--- src/rtl/nsp_pkg.sv ---
// Shared types, constants and the pixel format conversion for the
// nearest-neighbor scale and pixel convert unit. No dependencies.
`default_nettype none

package nsp_pkg;

    // Field widths
    localparam int FRAC_BITS  = 16;
    localparam int ACC_W      = 29;
    localparam int DIM_W      = 13;
    localparam int COORD_W    = 12;
    localparam int PITCH_W    = 15;
    localparam int INDEX_W    = 24;
    localparam int ADDR_W     = 26;
    localparam int PIXEL_W    = 32;
    localparam int CFG_IDX_W  = 3;
    localparam int CFG_DATA_W = 15;
    localparam int SRC_POS_W  = ACC_W - FRAC_BITS;

    localparam logic [DIM_W-1:0] MAX_DIM = DIM_W'(4096);

    // Command queue geometry
    localparam int QUEUE_DEPTH = 2;
    localparam int QPTR_W      = $clog2(QUEUE_DEPTH);
    localparam int QCNT_W      = $clog2(QUEUE_DEPTH + 1);

    // Divider step counter
    localparam int DIV_CNT_W = $clog2(ACC_W);

    // Register indexes
    localparam logic [CFG_IDX_W-1:0] CFG_SOURCE_FORMAT = 3'd0;
    localparam logic [CFG_IDX_W-1:0] CFG_OUT_BGRA      = 3'd1;
    localparam logic [CFG_IDX_W-1:0] CFG_SRC_WIDTH     = 3'd2;
    localparam logic [CFG_IDX_W-1:0] CFG_SRC_HEIGHT    = 3'd3;
    localparam logic [CFG_IDX_W-1:0] CFG_SRC_PITCH     = 3'd4;
    localparam logic [CFG_IDX_W-1:0] CFG_DST_WIDTH     = 3'd5;
    localparam logic [CFG_IDX_W-1:0] CFG_DST_HEIGHT    = 3'd6;
    localparam logic [CFG_IDX_W-1:0] CFG_DST_STRIDE    = 3'd7;

    // Source formats
    localparam logic [1:0] FMT_RGB565   = 2'd0;
    localparam logic [1:0] FMT_RGB1555  = 2'd1;
    localparam logic [1:0] FMT_XRGB8888 = 2'd2;

    // Item kinds
    localparam logic KIND_START = 1'b0;
    localparam logic KIND_PIXEL = 1'b1;

    localparam logic [7:0] ALPHA_OPAQUE = 8'hFF;

    typedef struct packed {
        logic [1:0]         source_format;
        logic               out_bgra;
        logic [DIM_W-1:0]   src_width;
        logic [DIM_W-1:0]   src_height;
        logic [PITCH_W-1:0] src_pitch;
        logic [DIM_W-1:0]   dst_width;
        logic [DIM_W-1:0]   dst_height;
        logic [DIM_W-1:0]   dst_row_stride;
    } cfg_t;

    typedef struct packed {
        logic               kind;
        logic [PIXEL_W-1:0] pixel_in;
    } in_item_t;

    typedef struct packed {
        logic               write_valid;
        logic [INDEX_W-1:0] dest_index;
        logic [PIXEL_W-1:0] pixel_out;
        logic               read_valid;
        logic [ADDR_W-1:0]  read_address;
        logic               frame_done;
    } out_item_t;

    // Work for the back end, classified by the front end
    typedef enum logic [1:0] {
        OP_START      = 2'd0,
        OP_START_NULL = 2'd1,
        OP_PIXEL      = 2'd2
    } op_t;

    typedef struct packed {
        op_t                op;
        logic [PIXEL_W-1:0] pixel;
    } cmd_t;

    // Limit a size register to the largest supported dimension
    function automatic logic [DIM_W-1:0] clamp_dim(input logic [DIM_W-1:0] v);
        return (v > MAX_DIM) ? MAX_DIM : v;
    endfunction

    // Widen a 5-bit channel to 8 bits by replicating its high bits
    function automatic logic [7:0] widen5(input logic [4:0] c);
        return {c, c[4:2]};
    endfunction

    // Widen a 6-bit channel to 8 bits by replicating its high bits
    function automatic logic [7:0] widen6(input logic [5:0] c);
        return {c, c[5:4]};
    endfunction

    // Convert a source word to RGBA8888 or BGRA8888 with opaque alpha
    function automatic logic [PIXEL_W-1:0] convert_pixel(
        input logic [1:0]         fmt,
        input logic               bgra,
        input logic [PIXEL_W-1:0] p
    );
        logic [7:0] r;
        logic [7:0] g;
        logic [7:0] b;
        priority if (fmt == FMT_RGB565) begin
            r = widen5(p[15:11]);
            g = widen6(p[10:5]);
            b = widen5(p[4:0]);
        end else if (fmt == FMT_RGB1555) begin
            r = widen5(p[14:10]);
            g = widen5(p[9:5]);
            b = widen5(p[4:0]);
        end else begin
            // XRGB8888 and the unused code
            b = p[7:0];
            g = p[15:8];
            r = p[23:16];
        end
        if (bgra)
            return {ALPHA_OPAQUE, r, g, b};
        return {ALPHA_OPAQUE, b, g, r};
    endfunction

endpackage

`default_nettype wire

--- src/rtl/nsp_front.sv ---
// Front end: accepts input beats, classifies them and converts pixel words.
// Depends on nsp_pkg; feeds nsp_queue.
`default_nettype none

module nsp_front (
    input  wire nsp_pkg::cfg_t     cfg,
    input  wire                    item_valid,
    output logic                   item_stall,
    input  wire nsp_pkg::in_item_t item_data,
    input  wire                    queue_full,
    output logic                   push,
    output nsp_pkg::cmd_t          push_data
);
    import nsp_pkg::*;

    logic size_zero;

    // Hold the beat while the queue has no room
    assign item_stall = queue_full;
    assign push       = item_valid && !queue_full;

    // A start with any zero size becomes a null start that runs no division
    assign size_zero = (cfg.src_width == '0) || (cfg.src_height == '0) ||
                       (cfg.dst_width == '0) || (cfg.dst_height == '0);

    // Classify the beat and convert the pixel word
    always_comb
    begin
        push_data.pixel = '0;
        if (item_data.kind == KIND_PIXEL)
        begin
            push_data.op    = OP_PIXEL;
            push_data.pixel = convert_pixel(cfg.source_format, cfg.out_bgra,
                                            item_data.pixel_in);
        end
        else if (size_zero)
        begin
            push_data.op = OP_START_NULL;
        end
        else
        begin
            push_data.op = OP_START;
        end
    end

endmodule

`default_nettype wire

--- src/rtl/nsp_queue.sv ---
// Short command queue between the front end and the back end.
// Depends on nsp_pkg for the command type and depth.
`default_nettype none

module nsp_queue (
    input  wire                 clk,
    input  wire                 rst_n,
    input  wire                 push,
    input  wire nsp_pkg::cmd_t  push_data,
    output logic                full,
    input  wire                 pop,
    output nsp_pkg::cmd_t       pop_data,
    output logic                empty
);
    import nsp_pkg::*;

    cmd_t              entry_reg [QUEUE_DEPTH];
    logic [QPTR_W-1:0] wr_ptr_reg;
    logic [QPTR_W-1:0] wr_ptr_next;
    logic [QPTR_W-1:0] rd_ptr_reg;
    logic [QPTR_W-1:0] rd_ptr_next;
    logic [QCNT_W-1:0] count_reg;
    logic [QCNT_W-1:0] count_next;
    logic              do_push;
    logic              do_pop;

    assign full     = (count_reg == QCNT_W'(QUEUE_DEPTH));
    assign empty    = (count_reg == '0);
    assign pop_data = entry_reg[rd_ptr_reg];
    assign do_push  = push && !full;
    assign do_pop   = pop && !empty;

    // Advance pointers and occupancy
    always_comb
    begin
        wr_ptr_next = wr_ptr_reg;
        rd_ptr_next = rd_ptr_reg;
        count_next  = count_reg;
        if (do_push)
            wr_ptr_next = (wr_ptr_reg == QPTR_W'(QUEUE_DEPTH - 1)) ? '0
                                                                    : wr_ptr_reg + 1'b1;
        if (do_pop)
            rd_ptr_next = (rd_ptr_reg == QPTR_W'(QUEUE_DEPTH - 1)) ? '0
                                                                    : rd_ptr_reg + 1'b1;
        if (do_push && !do_pop)
            count_next = count_reg + 1'b1;
        else if (do_pop && !do_push)
            count_next = count_reg - 1'b1;
    end

    always_ff @(posedge clk or negedge rst_n)
    begin
        if (!rst_n)
        begin
            wr_ptr_reg <= '0;
            rd_ptr_reg <= '0;
            count_reg  <= '0;
        end
        else
        begin
            wr_ptr_reg <= wr_ptr_next;
            rd_ptr_reg <= rd_ptr_next;
            count_reg  <= count_next;
        end
    end

    // Store the pushed command
    always_ff @(posedge clk)
    begin
        if (do_push)
            entry_reg[wr_ptr_reg] <= push_data;
    end

endmodule

`default_nettype wire

--- src/rtl/nsp_divider.sv ---
// Iterative restoring divider for the fixed-point scale steps, one quotient
// bit per cycle. Depends on nsp_pkg for widths.
`default_nettype none

module nsp_divider (
    input  wire                              clk,
    input  wire                              rst_n,
    input  wire                              start,
    input  wire [nsp_pkg::ACC_W-1:0]         dividend,
    input  wire [nsp_pkg::DIM_W-1:0]         divisor,
    output logic                             done,
    output logic [nsp_pkg::ACC_W-1:0]        quotient
);
    import nsp_pkg::*;

    logic                 busy_reg;
    logic                 busy_next;
    logic                 done_reg;
    logic                 done_next;
    logic [DIV_CNT_W-1:0] count_reg;
    logic [DIV_CNT_W-1:0] count_next;
    logic [ACC_W-1:0]     quot_reg;
    logic [ACC_W-1:0]     quot_next;
    logic [DIM_W-1:0]     rem_reg;
    logic [DIM_W-1:0]     rem_next;
    logic [DIM_W-1:0]     divisor_reg;
    logic [DIM_W-1:0]     divisor_next;
    logic [DIM_W:0]       trial;
    logic [DIM_W:0]       diff;

    assign done     = done_reg;
    assign quotient = quot_reg;

    // Shift in the next dividend bit and try the subtraction
    assign trial = {rem_reg, quot_reg[ACC_W-1]};
    assign diff  = trial - {1'b0, divisor_reg};

    always_comb
    begin
        busy_next    = busy_reg;
        count_next   = count_reg;
        quot_next    = quot_reg;
        rem_next     = rem_reg;
        divisor_next = divisor_reg;
        done_next    = 1'b0;
        if (start)
        begin
            busy_next    = 1'b1;
            count_next   = DIV_CNT_W'(ACC_W - 1);
            quot_next    = dividend;
            rem_next     = '0;
            divisor_next = divisor;
        end
        else if (busy_reg)
        begin
            if (trial >= {1'b0, divisor_reg})
            begin
                rem_next  = diff[DIM_W-1:0];
                quot_next = {quot_reg[ACC_W-2:0], 1'b1};
            end
            else
            begin
                rem_next  = trial[DIM_W-1:0];
                quot_next = {quot_reg[ACC_W-2:0], 1'b0};
            end
            count_next = count_reg - 1'b1;
            if (count_reg == '0)
            begin
                busy_next = 1'b0;
                done_next = 1'b1;
            end
        end
    end

    always_ff @(posedge clk or negedge rst_n)
    begin
        if (!rst_n)
        begin
            busy_reg  <= 1'b0;
            done_reg  <= 1'b0;
            count_reg <= '0;
        end
        else
        begin
            busy_reg  <= busy_next;
            done_reg  <= done_next;
            count_reg <= count_next;
        end
    end

    always_ff @(posedge clk)
    begin
        quot_reg    <= quot_next;
        rem_reg     <= rem_next;
        divisor_reg <= divisor_next;
    end

endmodule

`default_nettype wire

--- src/rtl/nsp_back.sv ---
// Back end: owns the stepping state, runs the step divisions, forms the
// destination index and next source address and holds the result beat.
// Depends on nsp_pkg and nsp_divider.
`default_nettype none

module nsp_back (
    input  wire                     clk,
    input  wire                     rst_n,
    input  wire nsp_pkg::cfg_t      cfg,
    input  wire                     queue_empty,
    input  wire nsp_pkg::cmd_t      queue_data,
    output logic                    queue_pop,
    output logic                    result_valid,
    input  wire                     result_stall,
    output nsp_pkg::out_item_t      result_data
);
    import nsp_pkg::*;

    typedef enum logic [4:0] {
        ST_IDLE  = 5'b00001,
        ST_DIV_H = 5'b00010,
        ST_DIV_V = 5'b00100,
        ST_ADDR  = 5'b01000,
        ST_OUT   = 5'b10000
    } state_t;

    state_t             state_reg;
    state_t             state_next;
    out_item_t          res_reg;
    out_item_t          res_next;
    logic [ACC_W-1:0]   horiz_step_reg;
    logic [ACC_W-1:0]   horiz_step_next;
    logic [ACC_W-1:0]   vert_step_reg;
    logic [ACC_W-1:0]   vert_step_next;
    logic [ACC_W-1:0]   horiz_acc_reg;
    logic [ACC_W-1:0]   horiz_acc_next;
    logic [ACC_W-1:0]   vert_acc_reg;
    logic [ACC_W-1:0]   vert_acc_next;
    logic [COORD_W-1:0] dest_col_reg;
    logic [COORD_W-1:0] dest_col_next;
    logic [COORD_W-1:0] dest_row_reg;
    logic [COORD_W-1:0] dest_row_next;
    logic               frame_active_reg;
    logic               frame_active_next;

    logic [DIM_W-1:0]   sw;
    logic [DIM_W-1:0]   sh;
    logic [DIM_W-1:0]   dw;
    logic [DIM_W-1:0]   dh;
    logic [DIM_W-1:0]   stride;
    logic [24:0]        index_prod;
    logic [INDEX_W-1:0] index_sum;
    logic [SRC_POS_W-1:0] src_x;
    logic [SRC_POS_W-1:0] src_y;
    logic [27:0]        row_offset;
    logic [PITCH_W-1:0] col_offset;
    logic [ADDR_W-1:0]  src_addr;
    logic               col_last;
    logic               row_last;

    logic               div_start;
    logic [ACC_W-1:0]   div_dividend;
    logic [DIM_W-1:0]   div_divisor;
    logic               div_done;
    logic [ACC_W-1:0]   div_quotient;

    nsp_divider u_divider (
        .clk      (clk),
        .rst_n    (rst_n),
        .start    (div_start),
        .dividend (div_dividend),
        .divisor  (div_divisor),
        .done     (div_done),
        .quotient (div_quotient)
    );

    // Effective sizes
    assign sw     = clamp_dim(cfg.src_width);
    assign sh     = clamp_dim(cfg.src_height);
    assign dw     = clamp_dim(cfg.dst_width);
    assign dh     = clamp_dim(cfg.dst_height);
    assign stride = (cfg.dst_row_stride != '0) ? cfg.dst_row_stride : dw;

    // Destination index from the current position
    assign index_prod = 25'(dest_row_reg) * 25'(stride);
    assign index_sum  = index_prod[INDEX_W-1:0] + INDEX_W'(dest_col_reg);

    // Source byte address from the stepped position
    assign src_x      = horiz_acc_reg[ACC_W-1:FRAC_BITS];
    assign src_y      = vert_acc_reg[ACC_W-1:FRAC_BITS];
    assign row_offset = 28'(src_y) * 28'(cfg.src_pitch);
    assign col_offset = (cfg.source_format == FMT_RGB565 ||
                         cfg.source_format == FMT_RGB1555)
                        ? {1'b0, src_x, 1'b0} : {src_x, 2'b00};
    assign src_addr   = row_offset[ADDR_W-1:0] + ADDR_W'(col_offset);

    assign col_last = ({1'b0, dest_col_reg} + 1'b1) >= dw;
    assign row_last = ({1'b0, dest_row_reg} + 1'b1) >= dh;

    assign queue_pop    = (state_reg == ST_IDLE) && !queue_empty;
    assign result_valid = (state_reg == ST_OUT);
    assign result_data  = res_reg;

    always_comb
    begin
        state_next        = state_reg;
        res_next          = res_reg;
        horiz_step_next   = horiz_step_reg;
        vert_step_next    = vert_step_reg;
        horiz_acc_next    = horiz_acc_reg;
        vert_acc_next     = vert_acc_reg;
        dest_col_next     = dest_col_reg;
        dest_row_next     = dest_row_reg;
        frame_active_next = frame_active_reg;
        div_start         = 1'b0;
        div_dividend      = {sw, FRAC_BITS'(0)};
        div_divisor       = dw;

        unique case (state_reg)
            ST_IDLE:
            begin
                // Take the next command
                if (!queue_empty)
                begin
                    res_next = '0;
                    unique case (queue_data.op)
                        OP_START_NULL:
                        begin
                            horiz_acc_next    = '0;
                            vert_acc_next     = '0;
                            dest_col_next     = '0;
                            dest_row_next     = '0;
                            frame_active_next = 1'b0;
                            state_next        = ST_OUT;
                        end
                        OP_START:
                        begin
                            horiz_acc_next      = '0;
                            vert_acc_next       = '0;
                            dest_col_next       = '0;
                            dest_row_next       = '0;
                            frame_active_next   = 1'b1;
                            res_next.read_valid = 1'b1;
                            div_start           = 1'b1;
                            state_next          = ST_DIV_H;
                        end
                        OP_PIXEL:
                        begin
                            if (!frame_active_reg || dw == '0 || dh == '0)
                            begin
                                state_next = ST_OUT;
                            end
                            else
                            begin
                                res_next.write_valid = 1'b1;
                                res_next.dest_index  = index_sum;
                                res_next.pixel_out   = queue_data.pixel;
                                if (col_last)
                                begin
                                    dest_col_next  = '0;
                                    horiz_acc_next = '0;
                                    if (row_last)
                                    begin
                                        dest_row_next       = '0;
                                        vert_acc_next       = '0;
                                        frame_active_next   = 1'b0;
                                        res_next.frame_done = 1'b1;
                                        state_next          = ST_OUT;
                                    end
                                    else
                                    begin
                                        dest_row_next       = dest_row_reg + 1'b1;
                                        vert_acc_next       = vert_acc_reg + vert_step_reg;
                                        res_next.read_valid = 1'b1;
                                        state_next          = ST_ADDR;
                                    end
                                end
                                else
                                begin
                                    dest_col_next       = dest_col_reg + 1'b1;
                                    horiz_acc_next      = horiz_acc_reg + horiz_step_reg;
                                    res_next.read_valid = 1'b1;
                                    state_next          = ST_ADDR;
                                end
                            end
                        end
                        default:
                        begin
                            state_next = ST_OUT;
                        end
                    endcase
                end
            end
            ST_DIV_H:
            begin
                // Latch the horizontal step, then divide the height
                if (div_done)
                begin
                    horiz_step_next = div_quotient;
                    div_start       = 1'b1;
                    div_dividend    = {sh, FRAC_BITS'(0)};
                    div_divisor     = dh;
                    state_next      = ST_DIV_V;
                end
            end
            ST_DIV_V:
            begin
                if (div_done)
                begin
                    vert_step_next = div_quotient;
                    state_next     = ST_ADDR;
                end
            end
            ST_ADDR:
            begin
                res_next.read_address = src_addr;
                state_next            = ST_OUT;
            end
            ST_OUT:
            begin
                // Hold the beat until the sink takes it
                if (!result_stall)
                    state_next = ST_IDLE;
            end
            default:
            begin
                state_next = ST_IDLE;
            end
        endcase
    end

    always_ff @(posedge clk or negedge rst_n)
    begin
        if (!rst_n)
        begin
            state_reg        <= ST_IDLE;
            horiz_step_reg   <= '0;
            vert_step_reg    <= '0;
            horiz_acc_reg    <= '0;
            vert_acc_reg     <= '0;
            dest_col_reg     <= '0;
            dest_row_reg     <= '0;
            frame_active_reg <= 1'b0;
        end
        else
        begin
            state_reg        <= state_next;
            horiz_step_reg   <= horiz_step_next;
            vert_step_reg    <= vert_step_next;
            horiz_acc_reg    <= horiz_acc_next;
            vert_acc_reg     <= vert_acc_next;
            dest_col_reg     <= dest_col_next;
            dest_row_reg     <= dest_row_next;
            frame_active_reg <= frame_active_next;
        end
    end

    always_ff @(posedge clk)
    begin
        res_reg <= res_next;
    end

endmodule

`default_nettype wire

--- src/rtl/nearest_scale_pixel_convert_unit.sv ---
// Top level of the nearest-neighbor scale and pixel convert unit: register
// bank, front end, command queue and back end. Depends on nsp_pkg and all nsp_ modules.
//
// Every input beat gives exactly one result beat, in order. In the back end
// a pixel beat goes through position update and destination index, then
// source address, then result presentation, which holds while the sink
// stalls. The last pixel of a frame and a pixel that arrives with no frame
// running skip the source address, as they request none. For a start beat
// the back end runs two 29-bit divisions, width then height, on one shared
// divider that retires one quotient bit per cycle, latching each step, then
// forms the source address. A start with any zero size runs no division.
// A two-entry queue lets the front end keep taking beats while the back end
// works or its result waits. The source word arriving with a pixel beat is
// converted with the format registers as they stand at that moment;
// registers may only be written while no beat is in flight.
`default_nettype none

module nearest_scale_pixel_convert_unit (
    input  wire                                 clk,
    input  wire                                 rst_n,
    input  wire                                 cfg_write,
    input  wire [nsp_pkg::CFG_IDX_W-1:0]        cfg_index,
    input  wire [nsp_pkg::CFG_DATA_W-1:0]       cfg_data,
    input  wire                                 item_valid,
    output logic                                item_stall,
    input  wire nsp_pkg::in_item_t              item_data,
    output logic                                result_valid,
    input  wire                                 result_stall,
    output nsp_pkg::out_item_t                  result_data
);
    import nsp_pkg::*;

    cfg_t cfg_reg;
    cfg_t cfg_next;
    logic queue_full;
    logic queue_empty;
    logic push;
    cmd_t push_data;
    logic pop;
    cmd_t pop_data;

    // Register bank write
    always_comb
    begin
        cfg_next = cfg_reg;
        if (cfg_write)
        begin
            unique case (cfg_index)
                CFG_SOURCE_FORMAT: cfg_next.source_format  = cfg_data[1:0];
                CFG_OUT_BGRA:      cfg_next.out_bgra       = cfg_data[0];
                CFG_SRC_WIDTH:     cfg_next.src_width      = cfg_data[DIM_W-1:0];
                CFG_SRC_HEIGHT:    cfg_next.src_height     = cfg_data[DIM_W-1:0];
                CFG_SRC_PITCH:     cfg_next.src_pitch      = cfg_data[PITCH_W-1:0];
                CFG_DST_WIDTH:     cfg_next.dst_width      = cfg_data[DIM_W-1:0];
                CFG_DST_HEIGHT:    cfg_next.dst_height     = cfg_data[DIM_W-1:0];
                CFG_DST_STRIDE:    cfg_next.dst_row_stride = cfg_data[DIM_W-1:0];
                default:           cfg_next = cfg_reg;
            endcase
        end
    end

    always_ff @(posedge clk or negedge rst_n)
    begin
        if (!rst_n)
        begin
            cfg_reg.source_format  <= FMT_RGB565;
            cfg_reg.out_bgra       <= 1'b0;
            cfg_reg.src_width      <= DIM_W'(1);
            cfg_reg.src_height     <= DIM_W'(1);
            cfg_reg.src_pitch      <= PITCH_W'(4);
            cfg_reg.dst_width      <= DIM_W'(1);
            cfg_reg.dst_height     <= DIM_W'(1);
            cfg_reg.dst_row_stride <= '0;
        end
        else
        begin
            cfg_reg <= cfg_next;
        end
    end

    nsp_front u_front (
        .cfg        (cfg_reg),
        .item_valid (item_valid),
        .item_stall (item_stall),
        .item_data  (item_data),
        .queue_full (queue_full),
        .push       (push),
        .push_data  (push_data)
    );

    nsp_queue u_queue (
        .clk       (clk),
        .rst_n     (rst_n),
        .push      (push),
        .push_data (push_data),
        .full      (queue_full),
        .pop       (pop),
        .pop_data  (pop_data),
        .empty     (queue_empty)
    );

    nsp_back u_back (
        .clk          (clk),
        .rst_n        (rst_n),
        .cfg          (cfg_reg),
        .queue_empty  (queue_empty),
        .queue_data   (pop_data),
        .queue_pop    (pop),
        .result_valid (result_valid),
        .result_stall (result_stall),
        .result_data  (result_data)
    );

endmodule

`default_nettype wire
--- config.mk ---
export PLATFORM = sky130hd
export DESIGN_NAME = nearest_scale_pixel_convert_unit
export DESIGN_NICKNAME = d
export VERILOG_FILES = /design/src/rtl/nsp_pkg.sv /design/src/rtl/nsp_front.sv /design/src/rtl/nsp_queue.sv /design/src/rtl/nsp_divider.sv /design/src/rtl/nsp_back.sv /design/src/rtl/nearest_scale_pixel_convert_unit.sv
export SDC_FILE = /design/constraint.sdc
export NUM_CORES = 2
export LEC_CHECK = 0
export ABC_CLOCK_PERIOD_IN_PS = 6400
export BUFFER_PORTS_ARGS = -buffer_cell sky130_fd_sc_hd__buf_2
export CORE_MARGIN = 4
export CORE_UTILIZATION = 59
export CTS_BUF_LIST = sky130_fd_sc_hd__clkbuf_2 sky130_fd_sc_hd__clkbuf_4 sky130_fd_sc_hd__clkbuf_8
export DETAILED_ROUTE_END_ITERATION = 8
export PLACE_DENSITY = 0.8
export SYNTH_ARGS = -nofsm -noshare
export SYNTH_HDL_FRONTEND = slang
export SYNTH_SLANG_ARGS = --single-unit
--- constraint.sdc ---
create_clock -name clk -period 6.4 [get_ports clk]
set_input_delay 1.28 -clock clk [delete_from_list [all_inputs] [get_ports clk]]
set_output_delay 1.28 -clock clk [all_outputs]
set_load 0.03 [all_outputs]
* Word-level counts from Yosys, hierarchy flattened
Memory sizes are Yosys's and may differ from the RTL's.
Index checks and enable logic that the tools add are counted.
** Operators by class
- Add/subtract/negate cells :: 14
- Multipliers :: 2
- Div/mod/pow operators :: 0
- $lt $le $gt $ge :: 7
- Equal/unequal tests :: 23
- Shift operators :: 0
- Muxes and demuxes :: 82
- Bitwise gates (word level) :: 3
- Reductions and logical operators :: 53
** Operator list (count)
- 2-to-1 mux 29 bit :: 9
- case mux 29 bit (2 select lines) :: 2
- 2-to-1 mux 13 bit :: 8
- 2-to-1 mux 32 bit :: 3
- logical NOT 13 bit :: 6
- 2-to-1 mux 12 bit :: 5
- adder 29 bit :: 2
- 2-to-1 mux 58 bit :: 1
- > comparator 13 bit (second input constant) :: 4
- case mux 26 bit (2 select lines) :: 1
- 2-to-1 mux 8 bit :: 6
- case mux 12 bit (2 select lines) :: 2
- 2-to-1 mux 5 bit :: 9
- 2-to-1 mux 27 bit :: 1
- adder 12 x 1 -> 13 bit (second input constant) :: 2
- adder 26 x 15 -> 26 bit :: 1
- >= comparator 13 bit :: 2
- multiplier 13 x 15 -> 26 bit :: 1
- 2-to-1 mux 1 bit :: 26
- case mux 5 bit (5 select lines) :: 1
- adder 12 x 1 -> 12 bit (second input constant) :: 2
- adder 24 x 12 -> 24 bit :: 1
- multiplier 12 x 13 -> 24 bit :: 1
- AND reduction 2 bit :: 12
- other kinds (38) :: 76
** Word-level totals
- Register bits after elaboration :: 380
- Latch bits :: 0
- RAM bits :: 68
- ROM bits :: 0
- Input port bits :: 56
- Output and inout port bits :: 87
- Memories :: 1
** Memories
- u_queue.entry_reg :: words 2, width 34, rd ports 1, clocked after Yosys merged registers in 0, wr ports 1, line nsp_queue.sv:17 : cmd_t entry_reg [QUEUE_DEPTH];

* Longest topological paths before layout
- Depth in word-level cells :: 9
- Mapped depth :: 26
- Depth with buffers taken out :: 24

* Hierarchy
From an unflattened synthesis, not the netlist that was laid out.
** Second synthesis, totals
- Cells, all modules :: 3292
- Area, all modules :: 35168.7 um2
** By module, submodules not included
- nsp_back :: times used 1, cells each 2602, area each 24878.9 um2, seq. area each 6207.2 um2
- nsp_divider :: times used 1, cells each 280, area each 3348.2 um2, seq. area each 1696.6 um2
- nearest_scale_pixel_convert_unit :: times used 1, cells each 181, area each 3184.3 um2, seq. area each 2083.2 um2
- nsp_queue :: times used 1, cells each 125, area each 2801.4 um2, seq. area each 2142.1 um2
- nsp_front :: times used 1, cells each 104, area each 955.9 um2, seq. area each 0.0 um2

* Least setup slack after synthesis
OpenSTA, ideal clock, no wires.
- Kind :: reg-to-reg
- From :: register cfg_reg[1] (netlist bit)
- To :: register u_back.res_reg (netlist bit u_back.result_data[83]) (data pin)
- Library setup time :: 0.266 ns
- Arrival time :: 6.040 ns
- Setup slack :: 0.094 ns
- Stages on the path, launching flop included :: 24
- Buffers on the path :: 2
- Cell sequence :: dfrtp_1 nor4_1 nand4_1 clkbuf_1 o21bai_1 clkbuf_1 nand2_1 fa_1 fa_1 fa_1 inv_1 fa_1 inv_1 fa_1 inv_1 ha_1 a2111oi_0 o21ai_0 a41oi_1 o211a_1 a31oi_1 a31o_2 xnor2_1 nor2_1
** On the way
- Word-level cells in the longest chain between the ends :: 4
** RTL lines
- start, declared :: line nearest_scale_pixel_convert_unit.sv:33 : cfg_t cfg_reg;
- start signal, assigned :: line nearest_scale_pixel_convert_unit.sv:77 : cfg_reg <= cfg_next;
- nonzero test 13 bit :: line nsp_back.sv:82 : assign stride = (cfg.dst_row_stride != '0) ? cfg.dst_row_stride : dw;
- 2-to-1 mux 13 bit * :: line nsp_back.sv:82
- multiplier 12 x 13 -> 24 bit * :: line nsp_back.sv:85 : assign index_prod = 25'(dest_row_reg) * 25'(stride);
- adder 24 x 12 -> 24 bit * :: line nsp_back.sv:86 : assign index_sum = index_prod[INDEX_W-1:0] + INDEX_W'(dest_col_reg);
- end signal, assigned :: line nsp_back.sv:260 : res_reg <= res_next;
- end, declared :: line nsp_back.sv:29 : out_item_t res_reg;
Mark *: on every way between the ends. The rest lies on a longest branch, timed or not.
A chain may end at the register's enable or synchronous reset.

* Worst setup path in the final report
- From :: register cfg_reg[8] (netlist bit)
- To :: register u_back.res_reg (netlist bit u_back.result_data[83]) (data pin)
Same word-level chain as after synthesis.

==> impl_metrics.toml <==
[floorplanning]
core_area_um2 = 56300
ios = 143
dieArea_um2 = 60600
die_w_um = 246
core.rowCount = 87
start_util = 0.595
die_y_um = 246

[synthesis]
synth_flop_cell = "dfrtp_1"
synth_warnings = 0
synth.most_common_cell = "inv_1"
mappedNetlistArea_um2 = 33500
synth-seq-cells = 425
yosysSeqAreaShare = 0.342
synth_top_area_frac = 0.175
synth_top_area_cell = "dfrtp_1"
synth_cell_types = 80
synthCells = 3260
synth.net_count = 3839
synthTopCellsByCount = "inv_1, nand2_1, fa_1, ha_1, dfrtp_1"
ys_async_sr_fraction = 0.565
synth.top_cells.by_area = "dfrtp_1, fa_1, edfxtp_1"
synth-edff-count = 172
postSynthAreaPerCell_um2 = 10.3

[setup_path]
crit_top_cell = "fa_1"
critical_path.max_stage_delay_ns = 0.56
worstSetupEndpointType = "flip-flop"
crit_type = "flip-flop to flip-flop"
crit_slowest_cell = "fa_1"
cp-start-kind = "flip-flop"
path_cells = "nor4_2, nand4_1, buf_6, o21bai_1, buf_4, buf_4, buf_4, nand2_1, fa_1, inv_1, fa_1, fa_1, fa_1, inv_1, fa_1, inv_1, ha_2, a21o_1, a41oi_2, o211a_1, a31oi_2, a31o_2, xnor2_2, nor2_1"
path_buf_inv = 7
critical_path_arrival_ns = 6.59
path_delay_family = "adder cells"
crit_required_ns = 6.76
crit_fanout = 6

[routing]
dr.pass1.iters = 6
num_vias = 24794
drc = 0
routed_wl_mm = 80.3
drtAntennaViolNets = 0
wl_per_cell_um = 18.8
drt_iter0_markers = 1903
vias_per_cell = 5.80

[final_layout]
drive_above_1_share = 0.182
fill_cells = 4117
area_growth_syn_to_layout_pct = 12.0
design_area_um2 = 37500
final_nets = 4036
largest_reg_flops = 83

[sta]
hold_viol_final = 0
layout_min_cycle_time_ns = 6.24
max_slew_margin = 0.209
setup_viol = 0
tns_ns = 0
finClkSkew_ns = 0.0485
grt_setup_unrepaired = "yes"
worst_pin_slew_ns = 1.18
post-route-period-util = 0.974
slew_viol_final = 0
fmax_mhz = 160

[placement]
gp_congestion = 0.905
dp_hpwl_mm = 60.1
dpl_cell_area_um2 = 35400
io_buffers = 134

[global_route]
gr-total-overflow = 0
grt_util_all_layers = 0.269
grt_pass1_wl_mm = 130
grt_max_degree = 122
grt_pass1_vias = 25317
antenna_found_initial = 7

[clocking]
clkSinkCount = 425
cts_made_buffers = 71
hold_buffers = 0
insertion_delay_ns = 0.67
htree_levels = 3
path_clk_slew_ns = 0.07
cts_tree = "done"
cts.path.max_buffers = 3
cts_root_buffer = "clkbuf_8"

[power_and_ir_drop]
powerDensity_nw_per_um2 = 288
swShare = 0.384
p_clk_frac = 0.255
pwr-share-comb = 0.350
seqPwrFrac = 0.395
leakage_nw = 18.1
p_int_mw = 6.66
p_sw_mw = 4.15
irDropWorstVdd_mv = 0.246

[job]
maxCapViolations = 0

[hold_path]
min_path_type = "flip-flop to flip-flop"

[outcome]
status = "finished, final reports clean"
==> power by group through the flow <==
| stage | Combinational, mW | Clock, mW | Sequential [mW] |
|---|---|---|---|
| final | 3.78 | 2.75 | 4.27 |
| after global routing | 4.13 | 2.93 | 4.35 |
| after CTS | 3.71 | 2.80 | 4.26 |
| after detailed placement | 3.68 | 0 | 4.31 |
| after global placement | 3.56 | 0 | 4.27 |
| after floorplan | 2.19 | 0 | 4.56 |
==> timing repair <==
action                     in CTS  in global routing
pin swaps                       2                 23
setup buffers                   0                 17
cloned                          0                  1
gates resized for setup         6                 58
setup endpoints to repair       4                 17
==> path summary, 6_finish.rpt <==
path | startpoint | end | slack, ns | cells past startpoint
worst max-delay path | cfg_reg[8]$_DFFE_PN0P_ | u_back.result_data[83]$_SDFFCE_PP0P_ | 0.16 | 24
worst min-delay path | u_back.vert_acc_reg[7]$_DFFE_PN0P_ | u_back.vert_acc_reg[7]$_DFFE_PN0P_ | 0.49 | 2
worst max register to register | cfg_reg[8]$_DFFE_PN0P_ | u_back.result_data[83]$_SDFFCE_PP0P_ | 0.16 | 24
worst min register to register | u_back.vert_acc_reg[7]$_DFFE_PN0P_ | u_back.vert_acc_reg[7]$_DFFE_PN0P_ | 0.49 | 2
max in group asynchronous | rst_n | u_back.horiz_step_reg[19]$_DFFE_PN0P_ | 4.35 | 2
min in group asynchronous | rst_n | cfg_reg[53]$_DFFE_PN0P_ | 0.66 | 1
==> cell usage in the layout (no fill, tap or decap), types with 17 or more instances in the layout <==
master    Yosys  routed
inv_1       398     396
nand2_1     360     358
fa_1        276     275
ha_1        247     239
dfrtp_1     234     227
and2_1      172     172
edfxtp_1    172     172
mux2_2      153     153
nor2_1      142     140
buf_2         7     133
buf_4         9     125
o21ai_0     112     110
a21oi_1     109     105
clkbuf_8      0      86
xnor2_1      79      78
mux2i_1      55      55
xor2_1       52      52
a22o_1       46      46
a21o_1       44      44
nand2b_1     38      38
nand3_1      38      38
nor3_1       38      37
nor2b_1      33      33
o21bai_1     28      24
nand4_1      21      21
clkbuf_4      0      20
a31oi_1      22      19
nor4_1       19      17
a211oi_1     18      17
==> layout make-up <==
cell class,count,area (µm²),area share
repair buffers,273,1800,0.0479
flip-flops and latches,425,11400,0.305
well taps,756,946,0.0252
multi-input cells,2286,20200,0.538
inverters,400,1500,0.0401
clock inverters,25,299,0.00797
clock buffers,106,1330,0.0356
diodes,3,7.51,0.000200
==> per-stage QoR <==
step	total power, mW	hold slack [ns]	util	cells	worst slack (ns)
final	10.8	0.488	0.666	4274	0.164
after global routing	11.4	0.518	0.666	4274	-0.132
after CTS	10.8	0.492	0.659	4253	0.0154
after detailed placement	7.98	0.477	0.630	4122	-0.112
after global placement	7.83	0.470	0.630	4122	0.0243
after floorplan	6.75	0.455	-	3260	0.0942
==> cells by family (layout without fill, tap and decap cells) <==
| logic type | after synthesis | after routing | share of synthesized area |
|---|---|---|---|
| simple gates | 931 | 931 | 0.136 |
| buf+inv | 549 | 804 | 0.0631 |
| fa+ha+maj | 523 | 523 | 0.257 |
| compound gates | 493 | 493 | 0.0996 |
| flops | 425 | 425 | 0.342 |
| mux | 208 | 208 | 0.0679 |
| xor+xnor | 131 | 131 | 0.0343 |
| other cells | 0 | 3 | 0 |
==> metal layers <==
layer | vias up | part of all wire | track usage
li1 | 11355 | - | -
met4 | 2 | 0.035 | 0.108
met1 | 12314 | 0.42 | 0.369
met2 | 922 | 0.47 | 0.425
met5 | - | 0.00016 | 0
met3 | 201 | 0.078 | 0.0531
==> worst reg2reg max path, stage by stage, from the launching register on <==
cell and delay [ns]:
dfrtp_1 0.40, nor4_2 0.29, nand4_1 0.23, buf_6 0.20
o21bai_1 0.14, buf_4 0.19, buf_4 0.13, buf_4 0.10
nand2_1 0.07, fa_1 0.56, inv_1 0.05, fa_1 0.54
fa_1 0.43, fa_1 0.49, inv_1 0.05, fa_1 0.48
inv_1 0.05, ha_2 0.30, a21o_1 0.20, a41oi_2 0.18
o211a_1 0.27, a31oi_2 0.13, a31o_2 0.27, xnor2_2 0.14
nor2_1 0.06
Note: power is estimated with default switching activity, not from simulation.
